[config.mk]
export PLATFORM = sky130hd
export DESIGN_NAME = range_add_difference_array
export DESIGN_NICKNAME = d
export VERILOG_FILES = /design/src/hdl/rada_pkg.sv /design/src/hdl/rada_ram.sv /design/src/hdl/rada_dp.sv /design/src/hdl/rada_ctrl.sv /design/src/hdl/range_add_difference_array.sv
export SDC_FILE = /design/constraint.sdc
export NUM_CORES = 2
export LEC_CHECK = 0
export ABC_CLOCK_PERIOD_IN_PS = 9850
export BUFFER_PORTS_ARGS = -buffer_cell sky130_fd_sc_hd__buf_4
export CAP_MARGIN = 20
export CORE_MARGIN = 2
export CORE_UTILIZATION = 45
export CTS_CLUSTER_DIAMETER = 150
export CTS_CLUSTER_SIZE = 14
export DETAILED_ROUTE_END_ITERATION = 16
export MAX_ROUTING_LAYER = met4
export PLACE_DENSITY = 0.64
export SLEW_MARGIN = 20
export SYNTH_ARGS = -nofsm -noshare
export SYNTH_HDL_FRONTEND = slang
export SYNTH_SLANG_ARGS = --single-unit
[constraint.sdc]
create_clock -name aclk -period 9.85 [get_ports aclk]
set_input_delay 1.97 -clock aclk [delete_from_list [all_inputs] [get_ports aclk]]
set_output_delay 1.97 -clock aclk [all_outputs]
set_load 0.02 [all_outputs]
[src/hdl/rada_pkg.sv]
// Shared constants and control types for the range add difference array.
`default_nettype none
package rada_pkg;

    // Store geometry
    localparam int MAX_LENGTH = 64;
    localparam int ADDR_W     = $clog2(MAX_LENGTH);
    localparam int DATA_W     = 32;

    // Field widths fixed by the interface
    localparam int IDX_W  = 6;
    localparam int AMT_W  = 16;
    localparam int LEN_W  = 7;
    localparam int APB_DW = 32;
    localparam int APB_AW = 3;

    // Register map (word index)
    localparam logic REG_ARRAY_LENGTH = 1'b0;
    localparam logic [LEN_W-1:0] LEN_RESET = LEN_W'(64);
    localparam logic [LEN_W-1:0] LEN_MAX   = LEN_W'(MAX_LENGTH);

    // Read address sources
    typedef enum logic [1:0] {
        RD_PORT_LEFT,
        RD_RIGHT_NEXT,
        RD_INDEX_NEXT,
        RD_ZERO
    } rd_sel_t;

    // Controller to datapath commands
    typedef struct packed {
        logic    load_item;
        logic    rd_en;
        rd_sel_t rd_sel;
        logic    wr_en;
        logic    wr_right;
        logic    sweep_start;
        logic    acc_load;
        logic    idx_inc;
        logic    clear_valid;
    } dp_cmd_t;

    // Datapath to controller status
    typedef struct packed {
        logic is_finish;
        logic range_ok;
        logic need_right;
        logic last;
    } dp_stat_t;

endpackage
`default_nettype wire

[src/hdl/rada_ram.sv]
// Generic single-write, single-read RAM with registered read data.
`default_nettype none
module rada_ram #(
    parameter int WIDTH = 32,
    parameter int DEPTH = 64
) (
    input  wire logic                     aclk,
    input  wire logic                     we,
    input  wire logic [$clog2(DEPTH)-1:0] waddr,
    input  wire logic [WIDTH-1:0]         wdata,
    input  wire logic                     re,
    input  wire logic [$clog2(DEPTH)-1:0] raddr,
    output logic      [WIDTH-1:0]         rdata
);

    logic [WIDTH-1:0] mem_reg [DEPTH];

    // Write port
    always_ff @(posedge aclk) begin
        if (we) begin
            mem_reg[waddr] <= wdata;
        end
    end

    // Registered read port
    always_ff @(posedge aclk) begin
        if (re) begin
            rdata <= mem_reg[raddr];
        end
    end

endmodule
`default_nettype wire

[src/hdl/rada_dp.sv]
// Datapath: difference store, entry valid flags, item latch, sweep index and running sum.
`default_nettype none
module rada_dp (
    input  wire logic                          aclk,
    input  wire logic                          aresetn,
    input  wire rada_pkg::dp_cmd_t             cmd,
    output rada_pkg::dp_stat_t                 stat,
    input  wire logic [rada_pkg::LEN_W-1:0]    active_len,
    input  wire logic                          s_opcode,
    input  wire logic [rada_pkg::IDX_W-1:0]    s_range_left,
    input  wire logic [rada_pkg::IDX_W-1:0]    s_range_right,
    input  wire logic signed [rada_pkg::AMT_W-1:0] s_add_amount,
    output logic      [rada_pkg::IDX_W-1:0]    m_position,
    output logic signed [rada_pkg::DATA_W-1:0] m_element_sum,
    output logic                               m_last_element
);

    logic [rada_pkg::IDX_W-1:0]  left_reg;
    logic [rada_pkg::IDX_W-1:0]  right_reg;
    logic [rada_pkg::AMT_W-1:0]  amount_reg;
    logic [rada_pkg::ADDR_W-1:0] idx_reg;
    logic [rada_pkg::DATA_W-1:0] acc_reg;
    logic [rada_pkg::DATA_W-1:0] acc_next;
    logic [rada_pkg::MAX_LENGTH-1:0] valid_reg;
    logic                        rd_valid_reg;

    logic [rada_pkg::ADDR_W-1:0] raddr;
    logic [rada_pkg::ADDR_W-1:0] waddr;
    logic [rada_pkg::DATA_W-1:0] wdata;
    logic [rada_pkg::DATA_W-1:0] rdata;
    logic [rada_pkg::DATA_W-1:0] rd_eff;
    logic [rada_pkg::DATA_W-1:0] amount_ext;
    logic [rada_pkg::LEN_W-1:0]  right_plus;
    logic [rada_pkg::LEN_W-1:0]  idx_plus;

    // Status for the controller
    assign right_plus = rada_pkg::LEN_W'(right_reg) + rada_pkg::LEN_W'(1);
    assign idx_plus   = rada_pkg::LEN_W'(idx_reg) + rada_pkg::LEN_W'(1);

    always_comb begin
        stat.is_finish  = s_opcode;
        stat.range_ok   = (s_range_left <= s_range_right) &&
                          (rada_pkg::LEN_W'(s_range_right) < active_len);
        stat.need_right = right_plus < active_len;
        stat.last       = idx_plus == active_len;
    end

    // Read address select
    always_comb begin
        case (cmd.rd_sel)
            rada_pkg::RD_PORT_LEFT:  raddr = rada_pkg::ADDR_W'(s_range_left);
            rada_pkg::RD_RIGHT_NEXT: raddr = rada_pkg::ADDR_W'(right_plus);
            rada_pkg::RD_INDEX_NEXT: raddr = rada_pkg::ADDR_W'(idx_plus);
            rada_pkg::RD_ZERO:       raddr = '0;
            default:                 raddr = '0;
        endcase
    end

    // Read-modify-write: add at left, subtract at right plus one
    assign amount_ext = {{(rada_pkg::DATA_W-rada_pkg::AMT_W){amount_reg[rada_pkg::AMT_W-1]}},
                         amount_reg};
    assign rd_eff     = rd_valid_reg ? rdata : '0;
    assign waddr      = cmd.wr_right ? rada_pkg::ADDR_W'(right_plus)
                                     : rada_pkg::ADDR_W'(left_reg);
    assign wdata      = cmd.wr_right ? (rd_eff - amount_ext) : (rd_eff + amount_ext);
    assign acc_next   = acc_reg + rd_eff;

    rada_ram #(
        .WIDTH(rada_pkg::DATA_W),
        .DEPTH(rada_pkg::MAX_LENGTH)
    ) u_store (
        .aclk  (aclk),
        .we    (cmd.wr_en),
        .waddr (waddr),
        .wdata (wdata),
        .re    (cmd.rd_en),
        .raddr (raddr),
        .rdata (rdata)
    );

    // Entry valid flags: unwritten entries read as zero
    always_ff @(posedge aclk) begin
        if (!aresetn) begin
            valid_reg    <= '0;
            rd_valid_reg <= 1'b0;
        end else begin
            if (cmd.clear_valid) begin
                valid_reg <= '0;
            end else if (cmd.wr_en) begin
                valid_reg[waddr] <= 1'b1;
            end
            if (cmd.rd_en) begin
                rd_valid_reg <= valid_reg[raddr];
            end
        end
    end

    // Item latch
    always_ff @(posedge aclk) begin
        if (cmd.load_item) begin
            left_reg   <= s_range_left;
            right_reg  <= s_range_right;
            amount_reg <= s_add_amount;
        end
    end

    // Sweep index and running prefix sum
    always_ff @(posedge aclk) begin
        if (cmd.sweep_start) begin
            idx_reg <= '0;
            acc_reg <= '0;
        end else begin
            if (cmd.acc_load) begin
                acc_reg <= acc_next;
            end
            if (cmd.idx_inc) begin
                idx_reg <= idx_reg + rada_pkg::ADDR_W'(1);
            end
        end
    end

    assign m_position     = rada_pkg::IDX_W'(idx_reg);
    assign m_element_sum  = acc_reg;
    assign m_last_element = stat.last;

endmodule
`default_nettype wire

[src/hdl/rada_ctrl.sv]
// Controller: sequences update read-modify-writes and the finish sweep.
`default_nettype none
module rada_ctrl (
    input  wire logic               aclk,
    input  wire logic               aresetn,
    input  wire logic               s_valid,
    output logic                    s_ready,
    output logic                    m_valid,
    input  wire logic               m_ready,
    input  wire rada_pkg::dp_stat_t stat,
    output rada_pkg::dp_cmd_t       cmd
);

    typedef enum logic [4:0] {
        ST_IDLE  = 5'b00001,
        ST_UPD_L = 5'b00010,
        ST_UPD_R = 5'b00100,
        ST_FETCH = 5'b01000,
        ST_EMIT  = 5'b10000
    } state_t;

    state_t state_reg;
    state_t state_next;

    assign s_ready = (state_reg == ST_IDLE);
    assign m_valid = (state_reg == ST_EMIT);

    // Next state and commands
    always_comb begin
        state_next  = state_reg;
        cmd         = '0;
        cmd.rd_sel  = rada_pkg::RD_ZERO;
        case (state_reg)
            ST_IDLE: begin
                if (s_valid) begin
                    cmd.load_item = 1'b1;
                    if (stat.is_finish) begin
                        cmd.rd_en       = 1'b1;
                        cmd.rd_sel      = rada_pkg::RD_ZERO;
                        cmd.sweep_start = 1'b1;
                        state_next      = ST_FETCH;
                    end else if (stat.range_ok) begin
                        cmd.rd_en  = 1'b1;
                        cmd.rd_sel = rada_pkg::RD_PORT_LEFT;
                        state_next = ST_UPD_L;
                    end
                end
            end
            ST_UPD_L: begin
                cmd.wr_en = 1'b1;
                if (stat.need_right) begin
                    cmd.rd_en  = 1'b1;
                    cmd.rd_sel = rada_pkg::RD_RIGHT_NEXT;
                    state_next = ST_UPD_R;
                end else begin
                    state_next = ST_IDLE;
                end
            end
            ST_UPD_R: begin
                cmd.wr_en    = 1'b1;
                cmd.wr_right = 1'b1;
                state_next   = ST_IDLE;
            end
            ST_FETCH: begin
                cmd.acc_load = 1'b1;
                state_next   = ST_EMIT;
            end
            ST_EMIT: begin
                if (m_ready) begin
                    if (stat.last) begin
                        cmd.clear_valid = 1'b1;
                        state_next      = ST_IDLE;
                    end else begin
                        cmd.idx_inc = 1'b1;
                        cmd.rd_en   = 1'b1;
                        cmd.rd_sel  = rada_pkg::RD_INDEX_NEXT;
                        state_next  = ST_FETCH;
                    end
                end
            end
            default: begin
                state_next = ST_IDLE;
            end
        endcase
    end

    always_ff @(posedge aclk) begin
        if (!aresetn) begin
            state_reg <= ST_IDLE;
        end else begin
            state_reg <= state_next;
        end
    end

    // The second write of an update always ends the item
    a_upd_r_done: assert property (@(posedge aclk) disable iff (!aresetn)
        state_reg == ST_UPD_R |=> state_reg == ST_IDLE)
        else $error("update did not finish after second write");

    // A fetched element is always presented next cycle
    a_fetch_emit: assert property (@(posedge aclk) disable iff (!aresetn)
        state_reg == ST_FETCH |=> state_reg == ST_EMIT)
        else $error("fetched element not presented");

    // The store is never written while a sweep is in progress
    a_no_write_sweep: assert property (@(posedge aclk) disable iff (!aresetn)
        (state_reg == ST_FETCH || state_reg == ST_EMIT) |-> !cmd.wr_en)
        else $error("store written during sweep");

    // Store flags are cleared only when the last element leaves
    a_clear_last: assert property (@(posedge aclk) disable iff (!aresetn)
        cmd.clear_valid |-> (m_valid && m_ready && stat.last))
        else $error("store cleared outside final element");

endmodule
`default_nettype wire

[src/hdl/range_add_difference_array.sv]
// Update: accept reads the entry at left; ST_UPD_L writes it and reads the entry at right plus one,
// written in ST_UPD_R unless the range ends at the last position; out-of-range updates drop on accept.
// Finish: each element is fetched in ST_FETCH and shown in ST_EMIT, held until m_ready; the next
// element is read only once the current one is taken; the store has a single registered read port.
// Reset: store entries read as zero through per-entry valid flags cleared at once,
// array_length returns to 64; no clearing pass, the block accepts items right after reset.
`default_nettype none
module range_add_difference_array (
    input  wire logic                              aclk,
    input  wire logic                              aresetn,
    input  wire logic                              psel,
    input  wire logic                              penable,
    input  wire logic                              pwrite,
    input  wire logic [rada_pkg::APB_AW-1:0]       paddr,
    input  wire logic [rada_pkg::APB_DW-1:0]       pwdata,
    output logic      [rada_pkg::APB_DW-1:0]       prdata,
    output logic                                   pready,
    input  wire logic                              s_valid,
    output logic                                   s_ready,
    input  wire logic                              s_opcode,
    input  wire logic [rada_pkg::IDX_W-1:0]        s_range_left,
    input  wire logic [rada_pkg::IDX_W-1:0]        s_range_right,
    input  wire logic signed [rada_pkg::AMT_W-1:0] s_add_amount,
    output logic                                   m_valid,
    input  wire logic                              m_ready,
    output logic      [rada_pkg::IDX_W-1:0]        m_position,
    output logic signed [rada_pkg::DATA_W-1:0]     m_element_sum,
    output logic                                   m_last_element
);

    logic [rada_pkg::LEN_W-1:0] len_reg;
    logic [rada_pkg::LEN_W-1:0] active_len;
    logic                       reg_sel;
    rada_pkg::dp_cmd_t          cmd;
    rada_pkg::dp_stat_t         stat;

    // Configuration register
    assign pready  = 1'b1;
    assign reg_sel = (paddr[rada_pkg::APB_AW-1] == rada_pkg::REG_ARRAY_LENGTH);

    always_ff @(posedge aclk) begin
        if (!aresetn) begin
            len_reg <= rada_pkg::LEN_RESET;
        end else if (psel && penable && pwrite && pready && reg_sel) begin
            len_reg <= pwdata[rada_pkg::LEN_W-1:0];
        end
    end

    assign prdata = reg_sel ? {{(rada_pkg::APB_DW-rada_pkg::LEN_W){1'b0}}, len_reg} : '0;

    // Zero length counts as one, oversize clamps to the store depth
    always_comb begin
        if (len_reg == '0) begin
            active_len = rada_pkg::LEN_W'(1);
        end else if (len_reg > rada_pkg::LEN_MAX) begin
            active_len = rada_pkg::LEN_MAX;
        end else begin
            active_len = len_reg;
        end
    end

    rada_ctrl u_ctrl (
        .aclk    (aclk),
        .aresetn (aresetn),
        .s_valid (s_valid),
        .s_ready (s_ready),
        .m_valid (m_valid),
        .m_ready (m_ready),
        .stat    (stat),
        .cmd     (cmd)
    );

    rada_dp u_dp (
        .aclk           (aclk),
        .aresetn        (aresetn),
        .cmd            (cmd),
        .stat           (stat),
        .active_len     (active_len),
        .s_opcode       (s_opcode),
        .s_range_left   (s_range_left),
        .s_range_right  (s_range_right),
        .s_add_amount   (s_add_amount),
        .m_position     (m_position),
        .m_element_sum  (m_element_sum),
        .m_last_element (m_last_element)
    );

endmodule
`default_nettype wire
# Yosys cells after proc, flatten, opt, wreduce, memory -nomap -nowiden
# Memory sizes are Yosys's and may differ from the RTL's. A register that Yosys moved wholly into a read port is not among the register bits.
# Index checks and enable logic that the tools add are counted.
dict set report totals {
  reg_bits 143
  ram_bits 2048
  out_inout_bits 74
  word_cells 86
  n_memories 1
}
# memory words word_bits rd rd_ports_with_merged_regs write_ports line_no
set memory_table {}
lappend memory_table {u_dp.u_store.mem_reg 64 32 1 1 1 rada_ram.sv:16} ;# logic [WIDTH-1:0] mem_reg [DEPTH];
dict set report op_classes {
  add_sub_neg 6
  n_lt_le_gt_ge 7
  n_eq_ne 12
  mux 38
  n_bitwise 3
  reduce_logical 10
}
# op n
set op_table {}
lappend op_table {{32-bit adder} 2}
lappend op_table {{32-bit 2-to-1 mux} 2}
lappend op_table {{64-bit OR} 1}
lappend op_table {{32-bit subtractor} 1}
lappend op_table {{6-bit one-hot mux with 4 select lines} 1}
lappend op_table {{7-bit 2-to-1 mux} 3}
lappend op_table {{5-bit 2-to-1 mux} 4}
lappend op_table {{5-bit one-hot mux with 4 select lines} 1}
lappend op_table {{3-bit 2-to-1 mux} 6}
lappend op_table {{6-bit by 1-bit adder with 7-bit output, second input constant} 2}
lappend op_table {{6-bit by 7-bit less-than comparator with 1-bit output, second input constant} 2}
lappend op_table {{1-bit 2-to-1 mux} 13}
lappend op_table {{3-bit one-hot mux with 3 select lines} 1}
lappend op_table {{4-bit 2-to-1 mux} 2}
lappend op_table {{7-bit == test} 1}
lappend op_table {{7-bit greater-than comparator, second input constant} 1}
lappend op_table {{7-bit logical NOT} 1}
lappend op_table {{6-bit by 7-bit less-than comparator with 1-bit output} 1}
lappend op_table {{7-bit less-than comparator} 1}
lappend op_table {{6-bit by 1-bit adder with 6-bit output, second input constant} 1}
lappend op_table {{1-bit binary-select mux with 6-bit select} 1}
lappend op_table {{1-bit demux with 6-bit select} 1}
lappend op_table {{6-bit by 1-bit >= comparator with 1-bit output, second input constant} 1}
lappend op_table {{6-bit less-or-equal comparator} 1}
lappend op_table {{17 further kinds} 25}

# Depth between registers and ports, before layout
dict set report logic_depth {
  ltp_word 13
  ltp_mapped 22
  depth_no_buf 21
}

# Hierarchy
# Synthesis repeated with hierarchy kept, for this count alone.
dict set report hier_totals {
  hier_cells 4581
  hier_area_um2 89394.5
}
# module n_inst cells_each area_per_inst_um2 seq_area_each_um2
set modules_own_cells {}
lappend modules_own_cells {rada_ram 1 3324 78835.6 62459.9}
lappend modules_own_cells {rada_dp 1 1125 9491.6 2902.8}
lappend modules_own_cells {range_add_difference_array 1 75 620.6 140.1}
lappend modules_own_cells {rada_ctrl 1 57 446.7 100.1}

# Worst setup path before layout
# OpenSTA, ideal clock, no wires.
dict set report synth_timing {
  path_type {reg2reg}
  from {reg u_ctrl.state_reg[4]}
  to {mem u_dp.u_store.mem_reg[0][30], data pin}
  setup_time_ps 567
  t_arrival_ps 5540
  required_ps 9283
  slack_ps 3743
  path_stages_with_launch 19
  n_path_buf 1
  cell_sequence {dfxtp_1 nor2_1 nor4bb_1 clkbuf_1 nor2_1 xnor2_1 ha_1 a21o_1 a21oi_1 o21bai_1 a21o_1 a2111oi_0 o31ai_1 a31o_2 a221o_1 o221ai_1 o2111ai_1 a21oi_1 xnor2_1}
}
dict set report synth_between {
  elab_chain_len 3
}
# item line_no
set synth_lines {}
lappend synth_lines {{start: declaration} rada_ctrl.sv:22} ;# state_t state_reg;
lappend synth_lines {{start signal: assignment} rada_ctrl.sv:91} ;# state_reg <= state_next;
lappend synth_lines {{5-bit by 3-bit == test with 1-bit output} rada_ctrl.sv:33} ;# case (state_reg)
lappend synth_lines {{1-bit 2-to-1 mux} rada_ctrl.sv:33}
lappend synth_lines {{32-bit 2-to-1 mux} rada_dp.sv:65} ;# assign wdata = cmd.wr_right ? (rd_eff - amount_ext) : (rd_eff + amount_ext);
lappend synth_lines {{via u_dp.u_store.wdata[30]} rada_ram.sv:10} ;# input wire logic [WIDTH-1:0] wdata,
lappend synth_lines {{end: declaration} rada_ram.sv:16}
# The timed path passes the listed nets, and every way through them passes these cells.

# Final worst setup path
dict set report layout_timing {
  from {reg u_dp.right_reg[0] in the netlist's numbering}
  to {reg u_dp.u_store.rdata[14] (read register of u_dp.u_store.mem_reg), data pin}
}
dict set report layout_between {
  elab_chain_len 6
  word_cells_on_any_way 9
  classes_between {add/sub: 1; order compare: 1; eq/ne: 3; mux: 3; reduce/logical: 1}
}
# item line_no
set layout_lines {}
lappend layout_lines {{start: declaration} rada_dp.sv:19} ;# logic [rada_pkg::IDX_W-1:0] right_reg;
lappend layout_lines {{start signal: assignment} rada_dp.sv:102} ;# right_reg <= s_range_right;
lappend layout_lines {{6-bit by 1-bit adder with 7-bit output (*)} rada_dp.sv:37} ;# assign right_plus = rada_pkg::LEN_W'(right_reg) + rada_pkg::LEN_W'(1);
lappend layout_lines {{7-bit less-than comparator} rada_dp.sv:44} ;# stat.need_right = right_plus < active_len;
lappend layout_lines {{3-bit 2-to-1 mux} rada_ctrl.sv:51} ;# if (stat.need_right) begin
lappend layout_lines {{3-bit one-hot mux with 3 select lines} rada_ctrl.sv:33}
lappend layout_lines {{2-bit == test (tied with other cells)} rada_dp.sv:50} ;# case (cmd.rd_sel)
lappend layout_lines {{6-bit one-hot mux with 4 select lines} rada_dp.sv:50}
lappend layout_lines {{end: declaration} rada_ram.sv:13} ;# output logic [WIDTH-1:0] rdata
# Every way passes the cells marked *; elsewhere a longest branch is shown, timed or not.
# A chain may end at the register's enable or synchronous reset.

==> results.json <==
{
  "fin_nets": 7176,
  "critPathLaunchType": "flip-flop",
  "area.sequential_mm2": 0.0656,
  "crit_required_ns": 10.55,
  "clockBufferDepth": 3,
  "cts_made_buffers": 176,
  "die_w_um": 455,
  "clk_latency_ns": 0.86,
  "largest_reg_flops": 2048,
  "yosys_warnings": 0,
  "cellLeakagePower_nw": 35.1,
  "final_cell_mix": "edfxtp_1, nand2_1, nand3_1",
  "fill_cells": 17000,
  "antenna_left": 0,
  "viasPerCell": 6.04,
  "dp_hpwl_mm": 145,
  "min_path_type": "reg2reg",
  "overflow": 0,
  "period_needed_ns": 7.18,
  "post-route-drc-count": 0,
  "gp_congestion": 0.881,
  "p_per_area_mw_per_mm2": 206,
  "synth_area_mm2": 0.0913,
  "tns_ns": 0,
  "synthFlopType": "edfxtp_1",
  "seq_area_frac_synth": 0.718,
  "first_pass_iters": 5,
  "post_drt_wl_per_cell_um": 27.3,
  "worstSetupEndpointType": "flip-flop",
  "ctsHtreeMaxLevel": 4,
  "mostFrequentLayoutCell": "edfxtp_1",
  "drv_cap": 0,
  "max_stage_delay_ns": 1.10,
  "layout-drive-gt1-share": 0.0915,
  "drt-total-wl_mm": 267,
  "track_usage": 0.262,
  "hold_violations": 0,
  "slew_headroom": 0.154,
  "antenna_found_initial": 21,
  "synthCells": 6963,
  "cp.arrival_ns": 7.88,
  "cts_resized": 0,
  "ir_worst_vdd_v": 0.000202,
  "die_h_um": 455,
  "status": "finished clean",
  "grt_max_degree": 149,
  "syn_avg_cell_area_um2": 13.1,
  "dr_total_vias": 59200,
  "cts.sinks": 2223,
  "crit_path_cell_trace": "and3_1, nand3_1, xnor2_1, ha_1, nand2_1, o21ai_0, nor2_1, a21oi_1, mux2i_1, o21a_4, buf_4, buf_4, nand2_1, and3_1, a311oi_1, a311oi_1, nor4_2, and3_1",
  "drtIter0Drc": 7786,
  "path_clk_slew_ns": 0.07,
  "grt_pass1_wl_mm": 383,
  "report.final.setup_viol": 0,
  "crit_type": "reg2reg",
  "num_io_pins": 145,
  "worst_clock_skew_ns": 0.0371,
  "slowest_stage": "nor4_2",
  "async_flop_share": 0,
  "max_freq_mhz": 139,
  "area_growth_pct": 10.7,
  "post_cts_buffers": 0,
  "synth_top_cell_area_share": 0.693,
  "portBuffers": 91,
  "synthSimpleGateAreaFrac": 0.144,
  "synth_seq_cells": 2223,
  "yosysTopAreaCell": "edfxtp_1",
  "grt_pass1_vias": 55200,
  "grt_setup_unrepaired": "no",
  "core_area_mm2": 0.202,
  "ys_types": 88,
  "drv_slew": 0,
  "dpl_cell_area_mm2": 0.0961,
  "final_area_mm2": 0.101,
  "crit_fanout": 49,
  "cts-root-buf": "clkbuf_16",
  "holdBufCountCts": 0,
  "synth_top_family_by_area": "simple AND/OR/NAND/NOR gates",
  "multiInputGateArea_mm2": 0.0245,
  "synthAdderAreaFrac": 0.0118,
  "synth_compound_area_frac": 0.0677,
  "cts_tree": "built",
  "die-area_mm2": 0.207,
  "fp-row-count": 165,
  "synth_edf_count": 2108,
  "fin_crit_sh": 0.729,
  "synth_area_leaders": "edfxtp_1, nand2_1, nand3_1",
  "synth.area.mux_share": 0.0253,
  "worst_pin_slew_ns": 1.27,
  "initial_utilization": 0.452,
  "synth_xor_area_frac": 0.00790,
  "critical_path.most_common_cell": "and3_1"
}
-- kinds of logic after synthesis --
kind of cell,after synthesis
mux,210
fa+ha+maj,85
xor+xnor,80
buf+inv,481
flops,2223
other cells,2
compound gates,863
simple gates,3019
-- through the flow --
stage	hold WS [ns]	worst slack (ns)	std cells	utilization	power [mW]
2_1_floorplan	0.434	3.74	6987	-	13.2
3_3_place_gp	0.442	2.18	9512	0.476	14.4
3_5_place_dp	0.448	2.17	9513	0.476	14.5
4_1_cts	0.463	2.87	9765	0.500	20.9
5_1_grt	0.469	2.37	9798	0.501	21.5
6_report	0.464	2.67	9804	0.501	20.8
-- report_power, final --
part | total, mW | switching (mW) | leakage [nW] | internal [mW]
clock network | 6.54 | 3.22 | 2.36 | 3.33
registers | 11.2 | 0.0825 | 19.9 | 11.1
logic | 3.06 | 2.32 | 12.8 | 0.738
-- path summary, 6_finish.rpt --
check        cells after the start                     end               start  slack (ns)
max                             18  u_dp.u_store.rdata[14]   u_dp.right_reg[0]        2.67
min                              1      u_dp.valid_reg[38]  u_dp.valid_reg[38]        0.46
max reg2reg                     18  u_dp.u_store.rdata[14]   u_dp.right_reg[0]        2.67
min reg2reg                      1      u_dp.valid_reg[38]  u_dp.valid_reg[38]        0.46
-- final cells by class --
cell class / count / share of cell area
Tap cell: 2672 / 0.0331
Antenna cell: 38 / 0.000941
Sequential cell: 2223 / 0.649
Timing Repair Buffer: 297 / 0.0250
Clock buffer: 240 / 0.0468
Inverter: 39 / 0.00145
Multi-Input combinational cell: 4283 / 0.242
Clock inverter: 12 / 0.00145
-- cells in the mapped netlist, drive strengths merged (39+ instances only) --
cell / n
a311oi: 184
dfxtp: 115
buf: 290
nand2: 1805
o221ai: 51
o22ai: 43
a21oi: 200
and3: 150
o21a: 79
a31oi: 79
nor2: 180
o21ai: 47
mux2i: 193
a32oi: 59
ha: 83
clkbuf: 152
nor3: 48
xnor2: 55
nand3: 655
edfxtp: 2108
nor4: 39
-- critical path: cells and delay by family (launching register included) --
kind | cells | cell delay [ns]
buffers and inverters | 2 | 0.95
AND/OR/NAND/NOR | 8 | 2.15
AO/OA/AOI/OAI | 5 | 2.09
flip-flops | 1 | 0.51
XOR/XNOR | 1 | 0.49
multiplexers | 1 | 0.49
adder cells (fa/ha/maj) | 1 | 0.23
-- per-layer routing --
layer / up-vias / GRT usage / part of all wire
met5: - / - / 0
met4: 0 / 0.103 / 0.039
met3: 487 / 0.0466 / 0.10
met2: 3193 / 0.392 / 0.46
met1: 29600 / 0.357 / 0.40
li1: 25900 / - / -
(Power assumes the default switching activity.)
